--- src/rtl/u8d_pkg.sv ---
// shared types, opcodes and lead offset table for the utf-8 decoder
`timescale 1ns / 1ps

package u8d_pkg;

    localparam int unsigned WORD_W  = 32;
    localparam int unsigned TRAIL_W = 3;
    localparam int unsigned OP_W    = 2;

    localparam logic [OP_W-1:0] OP_BYTE = 2'd0;
    localparam logic [OP_W-1:0] OP_PASS = 2'd1;
    localparam logic [OP_W-1:0] OP_END  = 2'd2;

    localparam int unsigned CFG_IDX_W = 8;
    localparam logic [CFG_IDX_W-1:0] REG_UTF8_DECODE = 8'd0;
    localparam logic [CFG_IDX_W-1:0] REG_END_CODE    = 8'd1;

    typedef struct packed {
        logic [OP_W-1:0]    op;
        logic [TRAIL_W-1:0] trail;
        logic [WORD_W-1:0]  value;
    } t_op;

    typedef struct packed {
        logic              at_end;
        logic [WORD_W-1:0] value;
    } t_res;

    function automatic logic [TRAIL_W-1:0] trail_count_of(input logic [7:0] b);
        logic [TRAIL_W-1:0] n;
        if (b inside {[8'h00:8'hBF]}) n = 3'd0;
        else if (b inside {[8'hC0:8'hDF]}) n = 3'd1;
        else if (b inside {[8'hE0:8'hEF]}) n = 3'd2;
        else if (b inside {[8'hF0:8'hF7]}) n = 3'd3;
        else if (b inside {[8'hF8:8'hFB]}) n = 3'd4;
        else n = 3'd5;
        return n;
    endfunction

    function automatic logic [WORD_W-1:0] lead_offset(input logic [TRAIL_W-1:0] n);
        logic [WORD_W-1:0] v;
        case (n)
            3'd1: v = 32'h0000_3080;
            3'd2: v = 32'h000E_2080;
            3'd3: v = 32'h03C8_2080;
            3'd4: v = 32'hFA08_2080;
            3'd5: v = 32'h8208_2080;
            default: v = 32'h0000_0000;
        endcase
        return v;
    endfunction

endpackage

--- src/rtl/u8d_fifo.sv ---
// small register fifo used between the decoder stages
`timescale 1ns / 1ps

module u8d_fifo #(
    parameter int unsigned WIDTH = 8,
    parameter int unsigned DEPTH = 2
) (
    input  logic             i_clk,
    input  logic             i_rst_n,
    input  logic             i_push,
    input  logic [WIDTH-1:0] i_data,
    output logic             o_full,
    input  logic             i_pop,
    output logic [WIDTH-1:0] o_data,
    output logic             o_empty
);

    localparam int unsigned PTR_W = (DEPTH > 1) ? $clog2(DEPTH) : 1;
    localparam int unsigned CNT_W = $clog2(DEPTH + 1);

    logic [WIDTH-1:0] r_mem [DEPTH];
    logic [PTR_W-1:0] r_wr_ptr, n_wr_ptr;
    logic [PTR_W-1:0] r_rd_ptr, n_rd_ptr;
    logic [CNT_W-1:0] r_count, n_count;
    logic             do_push, do_pop;

    assign o_full  = (r_count == CNT_W'(DEPTH));
    assign o_empty = (r_count == '0);
    assign o_data  = r_mem[r_rd_ptr];
    assign do_push = i_push && !o_full;
    assign do_pop  = i_pop && !o_empty;

    always_comb begin
        n_wr_ptr = r_wr_ptr;
        n_rd_ptr = r_rd_ptr;
        n_count  = r_count;
        if (do_push) begin
            n_wr_ptr = (r_wr_ptr == PTR_W'(DEPTH - 1)) ? '0 : r_wr_ptr + 1'b1;
        end
        if (do_pop) begin
            n_rd_ptr = (r_rd_ptr == PTR_W'(DEPTH - 1)) ? '0 : r_rd_ptr + 1'b1;
        end
        if (do_push && !do_pop) begin
            n_count = r_count + 1'b1;
        end else if (do_pop && !do_push) begin
            n_count = r_count - 1'b1;
        end
    end

    always_ff @(posedge i_clk) begin
        if (!i_rst_n) begin
            r_wr_ptr <= '0;
            r_rd_ptr <= '0;
            r_count  <= '0;
        end else begin
            r_wr_ptr <= n_wr_ptr;
            r_rd_ptr <= n_rd_ptr;
            r_count  <= n_count;
        end
    end

    always_ff @(posedge i_clk) begin
        if (do_push) begin
            r_mem[r_wr_ptr] <= i_data;
        end
    end

endmodule

--- src/rtl/u8d_front.sv ---
// front end: configuration, end flag and classification of each request
`timescale 1ns / 1ps

module u8d_front (
    input  logic                            i_clk,
    input  logic                            i_rst_n,
    input  logic                            i_push,
    input  logic                            i_cmd,
    input  logic [u8d_pkg::WORD_W-1:0]      i_unit,
    input  logic                            i_cfg_valid,
    input  logic [u8d_pkg::CFG_IDX_W-1:0]   i_cfg_index,
    input  logic [u8d_pkg::WORD_W-1:0]      i_cfg_data,
    input  logic                            i_q_full,
    output logic                            o_q_push,
    output u8d_pkg::t_op                    o_op
);
    import u8d_pkg::*;

    logic              r_utf8_decode;
    logic [WORD_W-1:0] r_end_code;
    logic              r_end_seen, n_end_seen;
    logic [WORD_W-1:0] r_held_end, n_held_end;
    logic              accept;

    assign accept = i_push && !i_q_full;

    always_comb begin
        n_end_seen = r_end_seen;
        n_held_end = r_held_end;
        o_q_push   = 1'b0;
        o_op.op    = OP_BYTE;
        o_op.trail = trail_count_of(i_unit[7:0]);
        o_op.value = i_unit;
        if (accept) begin
            if (i_cmd) begin
                n_end_seen = 1'b0;
            end else if (r_end_seen) begin
                o_q_push   = 1'b1;
                o_op.op    = OP_END;
                o_op.value = r_held_end;
            end else if (i_unit == r_end_code) begin
                o_q_push   = 1'b1;
                o_op.op    = OP_END;
                n_end_seen = 1'b1;
                n_held_end = i_unit;
            end else if (!r_utf8_decode) begin
                o_q_push   = 1'b1;
                o_op.op    = OP_PASS;
            end else begin
                o_q_push   = 1'b1;
            end
        end
    end

    always_ff @(posedge i_clk) begin
        if (!i_rst_n) begin
            r_utf8_decode <= 1'b1;
            r_end_code    <= '1;
            r_end_seen    <= 1'b0;
            r_held_end    <= '0;
        end else begin
            r_end_seen <= n_end_seen;
            r_held_end <= n_held_end;
            if (i_cfg_valid) begin
                case (i_cfg_index)
                    REG_UTF8_DECODE: r_utf8_decode <= i_cfg_data[0];
                    REG_END_CODE:    r_end_code    <= i_cfg_data;
                    default: ;
                endcase
            end
        end
    end

endmodule

--- src/rtl/u8d_back.sv ---
// back end: sequence accumulation and result generation
`timescale 1ns / 1ps

module u8d_back (
    input  logic          i_clk,
    input  logic          i_rst_n,
    input  logic          i_op_valid,
    input  u8d_pkg::t_op  i_op,
    output logic          o_op_pop,
    input  logic          i_res_full,
    output logic          o_res_push,
    output u8d_pkg::t_res o_res
);
    import u8d_pkg::*;

    logic [WORD_W-1:0]  r_acc, n_acc;
    logic [TRAIL_W-1:0] r_left, n_left;
    logic [TRAIL_W-1:0] r_lead, n_lead;
    logic [WORD_W-1:0]  sum;
    logic [7:0]         b;

    assign o_op_pop = i_op_valid && !i_res_full;
    assign b        = i_op.value[7:0];

    always_comb begin
        n_acc        = r_acc;
        n_left       = r_left;
        n_lead       = r_lead;
        o_res_push   = 1'b0;
        o_res.at_end = 1'b0;
        o_res.value  = i_op.value;
        sum          = '0;
        if (o_op_pop) begin
            case (i_op.op)
                OP_END, OP_PASS: begin
                    o_res_push   = 1'b1;
                    o_res.at_end = (i_op.op == OP_END);
                    n_acc        = '0;
                    n_left       = '0;
                    n_lead       = '0;
                end
                OP_BYTE: begin
                    if (r_left == '0) begin
                        n_lead = i_op.trail;
                        n_left = i_op.trail;
                        sum    = {24'd0, b};
                    end else begin
                        n_left = r_left - 1'b1;
                        sum    = r_acc + {24'd0, b};
                    end
                    if (n_left != '0) begin
                        n_acc = {sum[WORD_W-7:0], 6'd0};
                    end else begin
                        o_res_push  = 1'b1;
                        o_res.value = sum - lead_offset(n_lead);
                        n_acc       = '0;
                        n_lead      = '0;
                    end
                end
                default: ;
            endcase
        end
    end

    always_ff @(posedge i_clk) begin
        if (!i_rst_n) begin
            r_acc  <= '0;
            r_left <= '0;
            r_lead <= '0;
        end else begin
            r_acc  <= n_acc;
            r_left <= n_left;
            r_lead <= n_lead;
        end
    end

endmodule

--- src/rtl/utf8_code_unit_decoder.sv ---
// top level of the utf-8 code unit decoder
//
// channel  direction  handshake            payload
// input    in         i_push / o_full      i_cmd, i_unit
// result   out        o_empty / i_pop      o_char_value, o_at_end
// config   in         i_cfg_valid / ready  i_cfg_index, i_cfg_data
//
// one request a cycle sustained; the front classifies in the accept cycle,
// the back decodes one queued request a cycle into the result queue.
// two entry queues part front, back and result side. reset is synchronous
// and clears the end flag, decode state and both queues.
// a stalled result side backs up through the queues to o_full.
`timescale 1ns / 1ps

module utf8_code_unit_decoder (
    input  logic                          i_clk,
    input  logic                          i_rst_n,
    input  logic                          i_push,
    output logic                          o_full,
    input  logic                          i_cmd,
    input  logic [u8d_pkg::WORD_W-1:0]    i_unit,
    output logic                          o_empty,
    input  logic                          i_pop,
    output logic [u8d_pkg::WORD_W-1:0]    o_char_value,
    output logic                          o_at_end,
    input  logic                          i_cfg_valid,
    output logic                          o_cfg_ready,
    input  logic [u8d_pkg::CFG_IDX_W-1:0] i_cfg_index,
    input  logic [u8d_pkg::WORD_W-1:0]    i_cfg_data
);
    import u8d_pkg::*;

    t_op  front_op, back_op;
    t_res back_res, out_res;
    logic q_push, q_full, q_empty, q_pop;
    logic res_push, res_full;

    assign o_cfg_ready  = 1'b1;
    assign o_full       = q_full;
    assign o_char_value = out_res.value;
    assign o_at_end     = out_res.at_end;

    u8d_front u_front (
        .i_clk       (i_clk),
        .i_rst_n     (i_rst_n),
        .i_push      (i_push),
        .i_cmd       (i_cmd),
        .i_unit      (i_unit),
        .i_cfg_valid (i_cfg_valid),
        .i_cfg_index (i_cfg_index),
        .i_cfg_data  (i_cfg_data),
        .i_q_full    (q_full),
        .o_q_push    (q_push),
        .o_op        (front_op)
    );

    u8d_fifo #(.WIDTH($bits(t_op)), .DEPTH(2)) u_op_q (
        .i_clk   (i_clk),
        .i_rst_n (i_rst_n),
        .i_push  (q_push),
        .i_data  (front_op),
        .o_full  (q_full),
        .i_pop   (q_pop),
        .o_data  (back_op),
        .o_empty (q_empty)
    );

    u8d_back u_back (
        .i_clk      (i_clk),
        .i_rst_n    (i_rst_n),
        .i_op_valid (!q_empty),
        .i_op       (back_op),
        .o_op_pop   (q_pop),
        .i_res_full (res_full),
        .o_res_push (res_push),
        .o_res      (back_res)
    );

    u8d_fifo #(.WIDTH($bits(t_res)), .DEPTH(2)) u_res_q (
        .i_clk   (i_clk),
        .i_rst_n (i_rst_n),
        .i_push  (res_push),
        .i_data  (back_res),
        .o_full  (res_full),
        .i_pop   (i_pop),
        .o_data  (out_res),
        .o_empty (o_empty)
    );

endmodule
--- config.mk ---
export PLATFORM = sky130hd
export DESIGN_NAME = utf8_code_unit_decoder
export DESIGN_NICKNAME = d
export VERILOG_FILES = /design/src/rtl/u8d_pkg.sv /design/src/rtl/u8d_fifo.sv /design/src/rtl/u8d_front.sv /design/src/rtl/u8d_back.sv /design/src/rtl/utf8_code_unit_decoder.sv
export SDC_FILE = /design/constraint.sdc
export NUM_CORES = 1
export LEC_CHECK = 0
export BUFFER_PORTS_ARGS = -buffer_cell sky130_fd_sc_hd__buf_2
export CAP_MARGIN = 25
export CELL_PAD_IN_SITES_DETAIL_PLACEMENT = 0
export CELL_PAD_IN_SITES_GLOBAL_PLACEMENT = 2
export CORE_ASPECT_RATIO = 1.2
export CORE_MARGIN = 1.5
export CORE_UTILIZATION = 43
export DETAILED_ROUTE_END_ITERATION = 16
export PLACE_DENSITY_LB_ADDON = 0.3
export SYNTH_ARGS = -nofsm -noshare
export SYNTH_HDL_FRONTEND = slang
export SYNTH_SLANG_ARGS = --single-unit
--- constraint.sdc ---
create_clock -name i_clk -period 10.7 [get_ports i_clk]
set_input_delay 0.535 -clock i_clk [delete_from_list [all_inputs] [get_ports i_clk]]
set_output_delay 0.535 -clock i_clk [all_outputs]
set_load 0.03 [all_outputs]
# Word-level counts from Yosys, hierarchy flattened
# Memories as Yosys holds them, arrays and structs flattened. A register that Yosys moved wholly into a read port is not among the register bits.
# Index checks and enable logic that the tools add are counted.
dict set report totals {
  n_memories 2
  register_bits 112
  output_inout_bits 36
  input_bits 78
  ram_bits 140
}
# name words word_bits rd rd_ports_with_merged_regs write_ports line_no
set mem_list {}
lappend mem_list {u_op_q.r_mem 2 37 1 1 1 u8d_fifo.sv:21} ;# logic [WIDTH-1:0] r_mem [DEPTH];
lappend mem_list {u_res_q.r_mem 2 33 1 1 1 u8d_fifo.sv:21}
dict set report op_classes {
  eq_ne 11
  mux 59
  bitwise_logic 2
  add_sub_neg 11
  magnitude_cmp 10
  n_reduce_logical 37
}
# operator count
set ops {}
lappend ops {{32-bit two-way mux} 12}
lappend ops {{32-bit one-hot mux with 5 select lines} 1}
lappend ops {{32-bit one-hot mux with 2 select lines} 1}
lappend ops {{8-bit less-or-equal comparator, second input constant} 5}
lappend ops {{3-bit two-way mux} 11}
lappend ops {{33-bit two-way mux} 1}
lappend ops {{32-bit by 8-bit adder with 32-bit output} 1}
lappend ops {{32-bit equality test} 1}
lappend ops {{8-bit >= comparator, second input constant} 4}
lappend ops {{32-bit subtractor} 1}
lappend ops {{1-bit two-way mux} 22}
lappend ops {{2-bit two-way mux} 8}
lappend ops {{1-bit logical AND} 15}
lappend ops {{3-bit one-hot mux with 2 select lines} 2}
lappend ops {{8-bit by 1-bit equality test with 1-bit output, second input constant} 1}
lappend ops {{8-bit by 1-bit >= comparator with 1-bit output, second input constant} 1}
lappend ops {{1-bit logical NOT} 8}
lappend ops {{8-bit logical NOT} 1}
lappend ops {{2-bit equality test, second input constant} 3}
lappend ops {{3-bit by 2-bit equality test with 1-bit output, second input constant} 2}
lappend ops {{3-bit equality test, second input constant} 2}
lappend ops {{2-bit logical NOT} 3}
lappend ops {{2-bit AND reduction} 3}
lappend ops {{2-bit nonzero test} 3}
lappend ops {{other kinds (12)} 18}

# Depth between registers and ports, before layout
# Gate-level depths: netlist (run 1).
dict set report depth {
  word_depth 13
  mapped_depth 19
}

# Cells and area by module
# A second synthesis (run 1) with hierarchy kept.
dict set report hier_totals {
  cells_unflattened 1155
  area_unflattened_um2 12470.7
}
# mod n_inst cells_per_inst area_per_inst_um2 seq_area_each_um2
set by_module_without_submodules {}
lappend by_module_without_submodules {u8d_back 1 497 3632.2 640.6}
lappend by_module_without_submodules {u8d_front 1 387 3315.7 1321.3}
lappend by_module_without_submodules {{u8d_fifo (u_op_q)} 1 140 2900.3 2322.2}
lappend by_module_without_submodules {{u8d_fifo (u_res_q)} 1 128 2607.5 2082.0}
lappend by_module_without_submodules {utf8_code_unit_decoder 1 3 15.0 0.0}

# Least setup slack after synthesis (run 1)
# Ideal clock, no wire load.
dict set report synth_path {
  path_kind {register -> register}
  startpoint {register (tool-made name)}
  endpoint {memory u_res_q.r_mem[0][0] (netlist bit) (enable)}
  n_path_buf 4
  setup_ps 425
  stages_incl_launch_ff 11
  t_arrival_ps 4008
  period_less_slack_ps 4433
  setup_slack_ps 6267
  path_cell_list {dfxtp_1 clkbuf_1 clkbuf_1 clkbuf_1 buf_1 mux2i_1 inv_1 ha_1 nor2_1 nand2_1 nor2_1}
}
# element line_no
set synth_rtl {}
lappend synth_rtl {{end, declared} u8d_fifo.sv:21}

==> impl_metrics.tcl, run 1 <==
set metrics [dict create \
    dp.cells 1550 \
    synth.net_count 1210 \
    non_filler_cells_in_the_finished_layout 1598 \
    asyncSetResetFlopFracSynth 0 \
    timing.final.setup_violations 0 \
    final_min_period_over_clock_period 0.501 \
    grt_overflow 0 \
    vdd.ir_drop.worst_mv 0.150 \
    yosys.cell_types.count 74 \
    fin_util 0.504 \
    chipHeight_um 188 \
    worst-path-max-fanout 31 \
    yosys_most_used_dff "edfxtp_1" \
    power.leakage_uw 0.00534 \
    synth_enable_flop_cells 140 \
    core-area_um2 27900 \
    critPathSlowestCell "dfxtp_2" \
    grt_setup_unrepaired "no" \
    synth_area_um2 12200 \
    worst_ep_required_time_ns 11.01 \
    ctsResizeCount 0 \
    max_stage_delay_ns 0.57 \
    gr-usage-all-layers 0.195 \
    drt_wl_total_um 28700 \
    area_growth_pct 15.3 \
    criticalPathCategory "reg2reg" \
    vias_in_the_first_global_route 8186 \
    fmax_mhz 186 \
    tritoncts.num_buffers 26 \
    place.port_buffers 112 \
    timing.critical_path.to_type "flip-flop" \
    antenna_found_initial 0 \
    detailroute.via_count 8342 \
    grt_first_pass_wirelength_um 44600 \
    holdCritStartpoint "i_cfg_data[10]" \
    postRouteAntennaNets 0 \
    route.detailed.drc 0 \
    initial_utilization 0.437 \
    critical-path-top-delay-family "compound AO/OA/AOI/OAI gates" \
    finalMaxSlewViolations 0 \
    syn_inst 1107 \
    fin_nets 1302 \
    drt_pass_1_iters 5 \
    floorplan_die_area_um2 29400 \
    maxSlewHeadroom 0.303 \
    synth_seq_area_share 0.522 \
    finalClockSkew_ns 0.0152 \
    critical_path_buf_inv_count 1 \
    post_drt_wl_per_cell_um 17.9 \
    worst_skew_pair.late_latency_ns 0.53 \
    timing.max_cap.violations 0 \
    fin_setup_tns_ns 0 \
    floorplan.rows 67 \
    synth_warnings 0 \
    cts_tree "built" \
    cts.repair_timing.setup_buffer_count 0 \
    viasPerCell 5.22 \
    worstHoldPathType "in2reg" \
    ios 114 \
    tritoncts_num_sinks 248 \
    holdWs_ns 0.208 \
    start_kind "flip-flop" \
    result_of_the_run "finished, final reports clean" \
    tightest_slew_ns 1.05 \
    floorplan.die.width_um 157 \
    cts.hold.buffers_added 0 \
    path_cells "buf_4 -> mux2_2 -> ha_1 -> fa_1 -> and4_2 -> nand2_1 -> xor2_1 -> nor2_1 -> ha_1 -> o21a_1 -> o22ai_1 -> a311oi_2 -> a2111oi_2 -> nor3_1 -> o32ai_1" \
    power.density_cell_area_nw_per_um2 220 \
    finalHoldViolCount 0 \
    dp_hpwl_um 20300 \
    maximum_number_of_pins_on_one_net_before_global_route_repair 109 \
    ys_ff_latch 248 \
    clk_pin_slew_worst_paths_ns 0.06 \
    post-place-ws_ns 5.39 \
    antenna_cells_inserted 0 \
    htree_num_levels 1 \
    synthesis.area_per_instance_um2 11.0 \
    detailedRoute.firstIterationViolations 429 \
    layout-drive-gt1-share 0.224 \
    clock_path_buffers 3 \
    layout_min_cycle_time_ns 5.37 \
    final.setup.worst_slack_ns 5.33 \
    gp_routability_congestion 0.875 \
    clock_tree.root_cell "clkbuf_16" \
    arrival_ns 5.67 \
    critical-path-top-cell-by-count "ha_1" \
]
-- report_power, final --
part           total [µW]  internal, µW  switching [µW]
Clock                 935           557             377
Combinational         992           354             638
Sequential           1170          1120            41.3
-- layout by cell type, fill, tap and decap left out, types with 5 or more instances in the layout --
master,count
buf_2,112
or3_1,9
xnor2_1,18
mux2_2,76
buf_4,12
a22oi_1,26
dfxtp_1,107
edfxtp_1,140
nor4_1,11
and2_1,17
o21a_1,9
ha_1,24
o21ai_0,28
clkbuf_16,27
nor2_1,48
nand2_1,115
nor2b_1,74
a21boi_0,6
nand4_1,9
a211oi_1,13
nand3_1,54
a31oi_1,5
a21oi_1,29
nor3_1,21
nand2b_1,5
and3_1,6
xor2_1,48
inv_1,16
a21o_1,5
mux2i_1,56
-- flip-flops by register name (all words and copies together) (netlist names), named ones only --
register,count
u_front.r_utf8_decode,1
u_op_q.r_wr_ptr,1
u_back.r_acc,26
u_front.r_held_end,32
u_res_q.r_mem,66
u_op_q.r_count,2
u_back.r_lead,3
u_op_q.r_rd_ptr,1
u_op_q.r_mem,74
u_res_q.r_count,2
u_front.r_end_seen,1
u_res_q.r_wr_ptr,1
u_res_q.r_rd_ptr,1
u_back.r_left,3
u_front.r_end_code,32
-- kinds of logic (layout without fill, tap and decap cells) --
kind of cell               Yosys count  count (layout)  synth area share
buffers and inverters               79             191            0.0251
DFF                                248             248             0.522
muxes                              132             132             0.116
xor gates and xnor gates            66              66            0.0474
and+or+nand+nor                    400             400             0.173
other                                1               1          0.000307
adders and majority gates           25              25            0.0263
AOI/OAI and AO/OA                  156             156            0.0897
-- Yosys cell counts, drive strengths merged, types with 7 or more instances --
cell type  number  share of area
a21oi          31          0.013
xor2           48          0.034
o21a            9         0.0055
nand4          11         0.0081
and2           18         0.0094
edfxtp        140           0.34
a22oi          26          0.016
xnor2          18          0.013
ha             24          0.025
inv            16         0.0049
a211oi         13         0.0080
nand3          55          0.023
nor3           23         0.0098
or3             9         0.0046
clkbuf         45          0.014
mux2i          56          0.046
o21ai          32          0.013
a21boi          7         0.0043
buf            18         0.0064
nand2         116          0.036
nor4           12         0.0074
nor2           49          0.015
dfxtp         108           0.18
nor2b          75          0.038
mux2           76          0.070
-- area by class of cell --
cell class / count / area, µm²
tap: 379 / 474
clock buffer: 34 / 732
sequential: 248 / 6370
inverter: 16 / 60.1
fill: 2558 / 13800
timing repair buffer: 127 / 726
clock inverter: 14 / 169
multi-input combinational: 780 / 5540
-- worst register-to-register path, cell delays in order, from the launching register on --
cell       delay (ns)
dfxtp_2          0.57
buf_4            0.45
mux2_2           0.42
ha_1             0.25
fa_1             0.54
and4_2           0.33
nand2_1          0.08
xor2_1           0.15
nor2_1           0.08
ha_1             0.36
o21a_1           0.20
o22ai_1          0.44
a311oi_2         0.28
a2111oi_2        0.55
nor3_1           0.09
o32ai_1          0.37
-- worst paths after layout --
check                                              to  slack (ns)  depth (start not counted)
setup / recovery       u_res_q.r_mem[0][26]$_DFFE_PP_        5.33                         15
hold / removal    u_front.r_end_code[10]$_SDFFE_PN1P_        0.21                          3
setup reg to reg       u_res_q.r_mem[0][26]$_DFFE_PP_        5.33                         15
hold reg to reg         u_back.r_left[1]$_SDFFE_PN0P_        0.47                          2
-- through the flow --
step | instance area [µm²] | total power (µW)
after floorplan | 12200 | 1900
after global placement | 13100 | 2170
after detailed placement | 13200 | 2190
after CTS | 14100 | 3130
after global routing | 14100 | 3250
final | 14100 | 3090
-- metal layers --
layer / vias to the layer above / wire length [µm] / track usage
met1: 3948 / 12800 / 0.250
met4: 0 / 648 / 0.0549
li1: 4191 / - / -
met5: - / 0 / 0
met3: 34 / 1260 / 0.0303
met2: 169 / 14000 / 0.338
(Power assumes the default switching activity.)
==> run 2, diff against run 1 <==
Settings changed: ABC_AREA set to 1, CORE_UTILIZATION 43 to 36.
Clock period 10.7 ns to 5.62 ns, I/O delays scaled along.
==> run 2 against run 1 <==
- critical path depth rose by 7
- first-iteration DRC count is 14% higher
- register-to-register slack worse by 3.7 ns
- clock skew down 0.0016 ns
- core utilization fell by 7.4 points
- sequential power grew 95%
- global-route usage fell by 1.5 points
- largest cell class unchanged
- fmax is 34% higher
- sequential share of layout area down 2.0 points
==> impl_metrics.tcl, run 2 <==
set metrics [dict create \
    power.leakage_uw 0.00618 \
    postRouteAntennaNets 0 \
    max_stage_delay_ns 0.35 \
    path_cells "inv_1 -> ha_1 -> nand2_4 -> inv_2 -> nand2_1 -> a21oi_2 -> nor2_1 -> inv_1 -> nor2_1 -> nor2_1 -> nand2_1 -> inv_1 -> ha_1 -> inv_1 -> a21oi_1 -> nand2_1 -> nand3_1 -> nand3_1 -> nand4_1 -> nand3_1 -> nand2_1 -> inv_1" \
    area_of_the_multi_input_gates_um2 5310 \
    grt_first_pass_wirelength_um 51300 \
    largest_registers "u_op_q.r_mem x74, u_res_q.r_mem x66" \
    yosys_most_used_dff "edfxtp_1" \
    drt_wl_total_um 32000 \
    synth_enable_flop_cells 140 \
    antenna_cells_inserted 0 \
    most_common_cell_after_layout_fill_and_taps_aside "nand2_1" \
    worstHoldPathType "in2reg" \
    critical_path.startpoint "u_back.r_left[0]$_SDFFE_PN0P_" \
    worst_ep_required_time_ns 5.91 \
    layout-drive-gt1-share 0.162 \
    dpl-instance-area_um2 13600 \
    synthSimpleGateAreaFrac 0.230 \
    timing.rr.start "u_back.r_left[0]$_SDFFE_PN0P_" \
    post-synth-top-count-cell "nand2_1" \
    grt_setup_unrepaired "no" \
    ys_ff_latch 248 \
    hold_depth 3 \
    criticalPathCategory "reg2reg" \
    grt_overflow 0 \
    synth_warnings 0 \
    synth.top_cells.by_count "393 x nand2_1, 156 x inv_1, 140 x edfxtp_1, 108 x dfxtp_1, 100 x o21ai_0" \
    initial_utilization 0.366 \
    tritoncts.num_buffers 27 \
    finalClockSkew_ns 0.0135 \
    holdWs_ns 0.0242 \
    syn_inst 1477 \
    area_growth_pct 17.6 \
    timing.max_cap.violations 0 \
    fmax_mhz 250 \
    synth-compound-area-share 0.106 \
    worst-path-stages 22 \
    synth_area_leaders "edfxtp_1 34%, dfxtp_1 17%, nand2_1 12%, inv_1 4.7%, o21ai_0 4.0%" \
    largest_register_ffs 74 \
    core-area_um2 34200 \
    asyncSetResetFlopFracSynth 0 \
    fin_setup_tns_ns 0 \
    place.port_buffers 112 \
    layout_min_cycle_time_ns 4.01 \
    critical_path_buf_inv_count 6 \
    design_area_um2 14700 \
    dp_hpwl_um 23500 \
    worst-path-max-fanout 27 \
    arrival_ns 4.30 \
    r2r.worst_path.cells 22 \
    post_drt_wl_per_cell_um 15.4 \
    drt_pass_1_iters 5 \
    final_min_period_over_clock_period 0.713 \
    critical-path-top-cell-by-count "inv_1" \
    gp_routability_congestion 0.836 \
    regArea_um2 6370 \
    fin_nets 1709 \
    nFillCells 3431 \
    synth.largest_area_cell "edfxtp_1" \
    timing.critical_path.to_type "flip-flop" \
    cts_tree "built" \
    clock_path_buffers 3 \
    vias_in_the_first_global_route 9558 \
    start_kind "flip-flop" \
    maximum_number_of_pins_on_one_net_before_global_route_repair 72 \
    antenna_found_initial 0 \
    power_uw 6730 \
    synth.net_count 1580 \
    result_of_the_run "finished, final reports clean" \
    cts.repair_timing.setup_buffer_count 0 \
    yosys.cell_types.count 48 \
    largest_register "u_op_q.r_mem" \
    power.density_cell_area_nw_per_um2 458 \
    dominant_combinational_cell_family_by_area_after_synthesis "simple AND/OR/NAND/NOR gates" \
    holdCritStartpoint "i_cfg_data[0]" \
    worst_skew_pair.late_latency_ns 0.54 \
    fin_util 0.430 \
    chipHeight_um 207 \
    synthesis.area_per_instance_um2 8.46 \
    timing.final.setup_violations 0 \
    detailedRoute.firstIterationViolations 488 \
    floorplan.rows 74 \
    maxSlewHeadroom 0.484 \
    clk_pin_slew_worst_paths_ns 0.06 \
    clock_tree.root_cell "clkbuf_16" \
    post_synthesis_adder_cell_area_fraction 0.0256 \
    htree_num_levels 1 \
    tightest_slew_ns 0.773 \
    finalHoldViolCount 0 \
    synthMuxAreaShare 0.0377 \
    tritoncts_num_sinks 248 \
    floorplan_die_area_um2 35900 \
    viasPerCell 4.75 \
    critical-path-top-delay-family "simple AND/OR/NAND/NOR gates" \
    critPathSlowestCell "dfxtp_1" \
    final_cell_mix "392 x nand2_1, 156 x inv_1, 140 x edfxtp_1" \
    route.detailed.drc 0 \
    floorplan.die.width_um 173 \
    synth_seq_area_share 0.509 \
    finalMaxSlewViolations 0 \
    synthDominantCellAreaShare 0.336 \
    synth_area_um2 12500 \
    vdd.ir_drop.worst_mv 0.206 \
    detailroute.via_count 9881 \
    gr-usage-all-layers 0.180 \
    ios 114 \
    yosys.area_share.xor_xnor 0.0231 \
]
run 2: cell count changes after synthesis, moves of 17 or more:
cell     before  now
o21ai_0      28  100
mux2i_1      56   10
inv_1        16  156
a21oi_1      29   99
nor2_1       49   99
mux2_2       76   33
a22oi_1      26    6
nor2b_1      75    0
xor2_1       48   12
nand2_1     115  393
nand3_1      54   93
and2_1       17    0
run 2: power by group:
group | leakage (µW) | internal, µW | switching [µW]
clock network | 0.000393 | 936 | 713
registers | 0.00216 | 2210 | 65.5
logic | 0.00363 | 860 | 1950
run 2: through the flow:
stage                     cells  setup WS [ns]
after floorplan            1477           1.97
after global placement     1997           1.61
after detailed placement   2001           1.58
after CTS                  2079           1.56
after global routing       2080           1.07
final                      2080           1.61
run 2: area by class of cell:
cell class,instances,area share
clock buffer,37,0.0513
inverter,168,0.0429
timing repair buffer,154,0.0691
multi-input combinational,1007,0.361
sequential,248,0.433
tap,456,0.0388
clock inverter,10,0.00400
run 2: path summary, 6_finish.rpt:
kind	to	slack (ns)
hold reg to reg	u_front.r_held_end[24]$_SDFFE_PN0P_	0.44
setup reg to reg	u_res_q.r_mem[1][31]$_DFFE_PP_	1.61
hold / removal	u_front.r_utf8_decode$_SDFFE_PN1P_	0.02
setup / recovery	u_res_q.r_mem[1][31]$_DFFE_PP_	1.61
run 2: logic make-up after synthesis:
group	Yosys count
compound gates	243
simple gates	662
xor+xnor	33
other cells	1
mux	43
fa+ha+maj	25
buf+inv	222
flops	248
run 2: metal layers:
metal  GRT usage  up-vias  part of all wire
li1            -     5162                 -
met1       0.232     4492              0.46
met2       0.315      181              0.48
met3      0.0244       46             0.039
met4      0.0501        0             0.021
met5           0        -                 0
run 2: worst min-delay path, stage by stage:
cell	delay [ns]
buf_2	0.07
inv_1	0.04
o21ai_0	0.13
run 2: timing repair:
action | in CTS | in global routing
gates resized for setup | 0 | 0
hold buffers | 31 | 0
endpoints found under the hold margin | 31 | 0
